**config.mk**
```make
export PLATFORM = sky130hd
export DESIGN_NAME = cpcs_dist
export DESIGN_NICKNAME = d
export VERILOG_FILES = /design/src/rtl/cpcs_pkg.sv /design/src/rtl/cpcs_dist.sv
export SDC_FILE = /design/constraint.sdc
export NUM_CORES = 2
export LEC_CHECK = 0
export BUFFER_PORTS_ARGS = -buffer_cell sky130_fd_sc_hd__buf_4
export CAP_MARGIN = 20
export CORE_MARGIN = 1
export CORE_UTILIZATION = 52
export DETAILED_ROUTE_END_ITERATION = 10
export PLACE_DENSITY = 0.79
export SLEW_MARGIN = 0
export SYNTH_ARGS = -nofsm -noshare
export SYNTH_HDL_FRONTEND = slang
export SYNTH_SLANG_ARGS = --single-unit
```
**constraint.sdc**
```tcl
create_clock -name clk -period 14.9 [get_ports clk]
set_input_delay 0.745 -clock clk [delete_from_list [all_inputs] [get_ports clk]]
set_output_delay 0.745 -clock clk [all_outputs]
set_load 0.005 [all_outputs]
```
**src/rtl/cpcs_pkg.sv**
```systemverilog
// cpcs_pkg: shared types, codes and constants for the candidate path clearance select block
// no dependencies
`timescale 1ns / 1ps
`default_nettype none

package cpcs_pkg;

  // word kinds on the input channel
  localparam logic [1:0] KIND_PATH = 2'd0;
  localparam logic [1:0] KIND_OBS  = 2'd1;
  localparam logic [1:0] KIND_POSE = 2'd2;
  localparam logic [1:0] KIND_EVAL = 2'd3;

  // evaluate modes
  localparam logic [1:0] MODE_DIAG = 2'd0;
  localparam logic [1:0] MODE_PAR  = 2'd1;

  // outcome codes
  localparam logic [1:0] OUT_SELECTED = 2'd0;
  localparam logic [1:0] OUT_EMPTY    = 2'd1;
  localparam logic [1:0] OUT_NONE     = 2'd2;

  // slots
  localparam int          NUM_SLOTS  = 8;
  localparam int          DIAG_SLOTS = 6;
  localparam logic [2:0]  SLOT_PAR_A = 3'd6;
  localparam logic [2:0]  SLOT_PAR_B = 3'd7;

  // data widths
  localparam int COORD_W = 32;
  localparam int YAW_W   = 16;
  localparam int WORLD_W = 35;
  localparam int CLR_W   = 30;

  // clearance limits
  localparam logic [CLR_W-1:0] CLEAR_MAX   = 30'd655360000;
  localparam logic [CLR_W-1:0] CLEAR_RESET = 30'd65536;

  // yaw reset terms, q1.14
  localparam logic signed [YAW_W-1:0] YAW_ONE = 16'sd16384;

  typedef enum logic [2:0] {
    S_IDLE,
    S_SLOT,
    S_OBS_RD,
    S_XFORM,
    S_SWEEP,
    S_DRAIN,
    S_DECIDE,
    S_FINISH
  } state_t;

  // first unmarked diagonal slot at or above start: {found, index}
  function automatic logic [3:0] first_free(input logic [DIAG_SLOTS-1:0] marks,
                                            input logic [2:0] start);
    logic       found;
    logic [2:0] idx;
    found = 1'b0;
    idx   = 3'd0;
    for (int k = 0; k < DIAG_SLOTS; k++) begin
      if (!found && (3'(k) >= start) && !marks[k]) begin
        found = 1'b1;
        idx   = 3'(k);
      end
    end
    return {found, idx};
  endfunction

endpackage

`default_nettype wire

```
**src/rtl/cpcs_dist.sv**
```systemverilog
// cpcs_dist: chain of three cells checking one path point against one obstacle per cycle
// depends on cpcs_pkg
`timescale 1ns / 1ps
`default_nettype none

module cpcs_dist
  import cpcs_pkg::*;
(
  input  wire logic                       clk,
  input  wire logic                       rst,
  input  wire logic                       pt_valid,
  input  wire logic signed [COORD_W-1:0]  pt_x,
  input  wire logic signed [COORD_W-1:0]  pt_y,
  input  wire logic signed [WORLD_W-1:0]  world_x,
  input  wire logic signed [WORLD_W-1:0]  world_y,
  input  wire logic [CLR_W-1:0]           clearance,
  output logic                            hit,
  output logic                            busy
);

  localparam int DW = WORLD_W + 1;
  localparam logic signed [DW-1:0] NEAR_HI = DW'(65535);
  localparam logic signed [DW-1:0] NEAR_LO = -DW'(65535);

  logic signed [DW-1:0] dx, dy;
  logic                 a_valid, a_far;
  logic signed [16:0]   a_dx, a_dy;
  logic                 b_valid, b_far;
  logic [32:0]          b_sqx, b_sqy;
  logic signed [33:0]   sqx_full, sqy_full;
  logic [33:0]          dist_sq;

  // cell a: differences and far test
  assign dx = DW'(pt_x) - DW'(world_x);
  assign dy = DW'(pt_y) - DW'(world_y);

  always_ff @(posedge clk) begin
    if (rst) begin
      a_valid <= 1'b0;
    end else begin
      a_valid <= pt_valid;
    end
    a_far <= (dx > NEAR_HI) || (dx < NEAR_LO) || (dy > NEAR_HI) || (dy < NEAR_LO);
    a_dx  <= dx[16:0];
    a_dy  <= dy[16:0];
  end

  // cell b: squares
  assign sqx_full = a_dx * a_dx;
  assign sqy_full = a_dy * a_dy;

  always_ff @(posedge clk) begin
    if (rst) begin
      b_valid <= 1'b0;
    end else begin
      b_valid <= a_valid;
    end
    b_far <= a_far;
    b_sqx <= sqx_full[32:0];
    b_sqy <= sqy_full[32:0];
  end

  // cell c: sum and clearance compare
  assign dist_sq = 34'(b_sqx) + 34'(b_sqy);

  always_ff @(posedge clk) begin
    if (rst) begin
      hit <= 1'b0;
    end else begin
      hit <= b_valid && !b_far && (dist_sq < 34'(clearance));
    end
  end

  assign busy = a_valid | b_valid;

endmodule

`default_nettype wire
```
**Yosys cells after proc, flatten, opt, wreduce, memory -nomap -nowiden**

Index checks and enable logic that the tools add are counted.

- Logic and storage cells: 26
- Input bits: 167
- Register bits after elaboration: 105

- Reductions and logical operators: 6
- $lt $le $gt $ge: 5
- $mul: 2
- Bitwise gates (word level): 1
- Add/subtract/negate cells: 3

Operators with widths:

| cell | number |
|---|---|
| greater-than comparator 36 x 17 -> 1 bit (second input constant) | 2 |
| < comparator 36 x 17 -> 1 bit (second input constant) | 2 |
| subtractor 32 x 35 -> 36 bit | 2 |
| multiplier 17 x 17 -> 33 bit | 2 |
| adder 33 x 33 -> 34 bit | 1 |
| < comparator 34 x 30 -> 1 bit | 1 |
| logical OR 1 bit | 3 |
| logical AND 1 bit | 2 |
| logical NOT 1 bit | 1 |
| bitwise OR 1 bit | 1 |

**Logic depth before layout (Yosys ltp)**

- Depth after elaboration: 5
- Gate-level depth with buffers: 27
- Gate-level depth less buffers: 26

**Worst setup path before layout**

OpenSTA, ideal clock, no wires.

- Path type: register -> register
- From: register a_dx[2]
- To: register b_sqx[29]
- Library setup time: 0.072 ns
- Required time: 14.828 ns
- Path buffers: 2
- Path slack: 8.459 ns
- Clock period less this slack: 6.441 ns
- Cell stages (with the launch flop): 25
- Arrival: 6.369 ns
- Cell sequence: dfxtp_1 clkbuf_1 clkbuf_1 nand2_1 fa_1 fa_1 fa_1 inv_1 fa_1 fa_1 inv_1 fa_1 inv_1 ha_1 a21oi_1 nand2b_1 a211oi_1 o41ai_1 a221oi_1 o21ai_1 o211a_1 o31ai_1 nand2b_1 a21oi_1 xnor2_1

- Cells in the longest elaborated chain, start to end: 1

Ends and longest elaborated chain:

| what | line | source |
|---|---|---|
| from (decl) | cpcs_dist.sv:27 | `logic signed [16:0] a_dx, a_dy;` |
| from (signal assigned) | cpcs_dist.sv:44 | `a_dx <= dx[16:0];` |
| multiplier 17 x 17 -> 33 bit | cpcs_dist.sv:49 | `assign sqx_full = a_dx * a_dx;` |
| via sqx_full[29] | cpcs_dist.sv:30 | `logic signed [33:0] sqx_full, sqy_full;` |
| to (signal assigned) | cpcs_dist.sv:59 | `b_sqx <= sqx_full[32:0];` |
| to (decl) | cpcs_dist.sv:29 | `logic [32:0] b_sqx, b_sqy;` |

The timed path passes the listed nets, and every way through them passes these cells.
A chain may end at the register's enable or synchronous reset.

**Final worst setup path**

- From: register a_dx[12]
- To: register b_sqx[29]

Same word-level chain as after synthesis.

==> impl_metrics.csv <==
group,metric,value,unit
place,dp.final_hpwl,53.76,mm
sta,max_freq,0.1382,GHz
min_path,hp-class,"flip-flop to flip-flop",
cts,postCtsSetupRepairBufs,0,
worst_setup_path,path_delay_family,"adder cells",
worst_setup_path,path_class,"flip-flop to flip-flop",
routing,vias_per_cell,5.277,
worst_setup_path,crit_required,15.20,ns
floorplanning,die_w,233.7,um
min_path,whs_path_depth,0,
global_route,grt_pass1_wl,103.9,mm
synthesis,syn_inst,3166,
routing,dr_wl_met2,30.78,mm
routing,drtIter0Drc,1161,
routing,drtAntennaViolNets,0,
sta,min_period,7.236,ns
global_route,grt_pass1_vias,22130,
worst_setup_path,cpMostUsedCell,"fa_1",
run_status,outcome,"finished with violations",
cts,numCtsBuffers,9,
synthesis,synth_enable_flop_cells,0,
cts,ctsRootBufferMaster,"clkbuf_16",
routing,drc,12,
global_route,grt_antenna_before_repair,0,
global_route,grt_max_degree,33,
floorplanning,fp.dieH,233.7,um
worst_setup_path,crit_chain,"nand2_1 -> fa_1 -> fa_1 -> fa_1 -> inv_1 -> fa_1 -> fa_1 -> inv_1 -> fa_1 -> inv_1 -> ha_1 -> a21oi_1 -> nand2b_1 -> a211oi_1 -> o41ai_1 -> a221oi_1 -> o21ai_1 -> o211a_1 -> o31ai_1 -> nand2b_1 -> a21oi_1 -> xnor2_1",
cells_and_area,fillers,4653,
synthesis,ys_async_sr_fraction,0,%
worst_setup_path,cp.arrival,7.54,ns
worst_setup_path,cp_slowest_cell,"dfxtp_1",
worst_setup_path,crit_cells,22,
cells_and_area,diodes,0,
cts,clk_path_buf_depth,2,
worst_setup_path,critical_path_buf_inv_count,3,
worst_setup_path,setup.worst_path.end_class,"flip-flop",
worst_setup_path,cp_slowest_stage_delay,0.81,ns
floorplanning,die-area,0.05464,mm^2
run_status,violations,"design-rule violations",
place,gp_congestion,0.9266,
cells_and_area,fin_nets,4282,
sta,max_slew_margin,42.92,%
sta,slew_violations,0,
routing,wl_met1,25.45,mm
floorplanning,rows,84,
routing,dr.max_layer_used,"met4",
synthesis,synthFlopType,"dfxtp_1",
cells_and_area,multi_input_area,0.02248,mm^2
floorplanning,start_util,52.93,%
worst_setup_path,crit_fanout,18,
synthesis,synthDistinctLibCells,89,
floorplanning,core,0.05276,mm^2
cts,ctsResizeCount,0,
synthesis,postSynthAreaPerCell,8.821,um^2
global_route,grt-ovfl-total,0,
cts,insertion_delay,0.37,ns
sta,hold_violations,0,
sta,tns,0,ns
place,numPortBuffers,168,
cells_and_area,seq_area,0.002062,mm^2
cts,clkSinkCount,103,
routing,dr.pass1.iters,10,
synthesis,synthesis.area,0.02793,mm^2
synthesis,yosysWarningCount,0,
worst_setup_path,rr_worst_depth,22,
cells_and_area,drive_gt1_share,7.017,%
synthesis,synth_seq_cells,103,
routing,routed_wl,61.38,mm
routing,dr_wl_met3,3.418,mm
cts,tritoncts,"yes",
sta,worst_pin_slew,0.8551,ns
sta,rsz0062_at_grt,"false",
synthesis,syn_nets,4161,
cts,h-tree-depth,3,
floorplanning,pin_count,169,
cells_and_area,syn_to_final_growth,7.948,%
routing,vias,21000,
sta,setup_viol,0,
cts,path_clk_slew,0.09,ns
flow_run,drv_cap,0,
cts,postCtsHoldBufs,0,
global_route,grt_use_total,23.69,%
routing,wire_per_inst,15.42,um
sta,final.period_utilization,48.56,%
sta,clock_skew,0.02568,ns
synthesis,ys_seq_area_share,7.384,%
worst_setup_path,cp-start-kind,"flip-flop",
-- stage by stage --
step           instance area (um^2)  hold slack (ns)  util [%]  std cells  setup WS (ns)
6_report                      30150           0.3377     57.14       3980          7.665
5_1_grt                       30150           0.3505     57.14       3980          7.126
2_1_floorplan                 27930           0.3096         -       3166          8.459
4_1_cts                       30150           0.3403     57.14       3980          7.737
3_3_place_gp                  29830           0.3113     56.54       3964          7.954
3_5_place_dp                  29830           0.3184     56.54       3964          7.763
-- worst register-to-register path: stages (launching register included) --
cell	delay, ns
dfxtp_1	0.81
nand2_1	0.25
fa_1	0.55
fa_1	0.51
fa_1	0.52
inv_1	0.06
fa_1	0.49
fa_1	0.50
inv_1	0.05
fa_1	0.47
inv_1	0.04
ha_1	0.31
a21oi_1	0.29
nand2b_1	0.09
a211oi_1	0.22
o41ai_1	0.14
a221oi_1	0.55
o21ai_1	0.28
o211a_1	0.30
o31ai_1	0.33
nand2b_1	0.10
a21oi_1	0.18
xnor2_1	0.13
-- synthesized netlist by cell type, types with 12 or more instances --
library cell	instances	area, um^2
a211oi_1	12	90.09
a21o_1	69	518.0
a21oi_1	124	620.6
a31oi_1	14	87.58
and2_1	124	775.7
and3_1	23	143.9
clkbuf_1	55	206.5
dfxtp_1	103	2062
fa_1	525	10510
ha_1	303	3791
inv_1	835	3134
nand2_1	217	814.5
nand2b_1	21	131.4
nand3_1	42	210.2
nand4_1	24	150.1
nor2_1	130	488.0
nor2b_1	52	325.3
nor3_1	23	115.1
nor4_1	14	87.58
o211ai_1	14	105.1
o21a_1	23	172.7
o21ai_0	67	335.3
o21bai_1	13	97.59
xnor2_1	107	937.2
xor2_1	49	429.2
-- cell families after synthesis --
family | count (synthesis) | share of synthesized area [%]
buffers and inverters | 897 | 12.11
adder cells (fa/ha/maj) | 828 | 51.21
AND/OR/NAND/NOR | 727 | 13.24
AO/OA/AOI/OAI | 445 | 10.79
XOR/XNOR | 156 | 4.892
flip-flops | 103 | 7.384
multiplexers | 10 | 0.3763
-- state kept, by name, indices dropped and copies added (netlist names) --
| signal | flops |
|---|---|
| a_dx | 17 |
| a_dy | 17 |
| a_far | 1 |
| a_valid | 1 |
| b_far | 1 |
| b_sqx | 32 |
| b_sqy | 32 |
| b_valid | 1 |
| hit | 1 |
-- routing by layer --
layer / up-vias / global-route usage (%)
met1: 10190 / 29.85
met2: 618 / 42.20
met5: - / 0
met3: 119 / 3.295
li1: 10080 / -
met4: 0 / 6.778
-- placed cells by master (no fill, tap or decap), types with 24 or more instances in the layout --
master,netlist,layout
inv_1,835,835
fa_1,525,525
ha_1,303,303
nand2_1,217,217
buf_4,0,172
nor2_1,130,130
and2_1,124,124
a21oi_1,124,124
xnor2_1,107,107
dfxtp_1,103,103
a21o_1,69,69
o21ai_0,67,67
nor2b_1,52,52
xor2_1,49,49
nand3_1,42,42
nand4_1,24,24
-- path summary, 6_finish.rpt --
check            from         to  slack, ns
max          a_dx[12]  b_sqx[29]       7.66
min             a_far      b_far       0.34
max reg2reg  a_dx[12]  b_sqx[29]       7.66
min reg2reg     a_far      b_far       0.34
-- area by class of cell --
class / count / area share (%)
Inverter: 835 / 10.40
Timing Repair Buffer: 172 / 4.283
Clock buffer: 10 / 0.7927
Clock inverter: 6 / 0.2532
Tap cell: 688 / 2.855
Sequential cell: 103 / 6.840
Multi-Input combinational cell: 2166 / 74.58
Power is left out: the tool's default activity adds up to more than one toggle a clock period on the data nets, which glitch-free logic cannot reach.
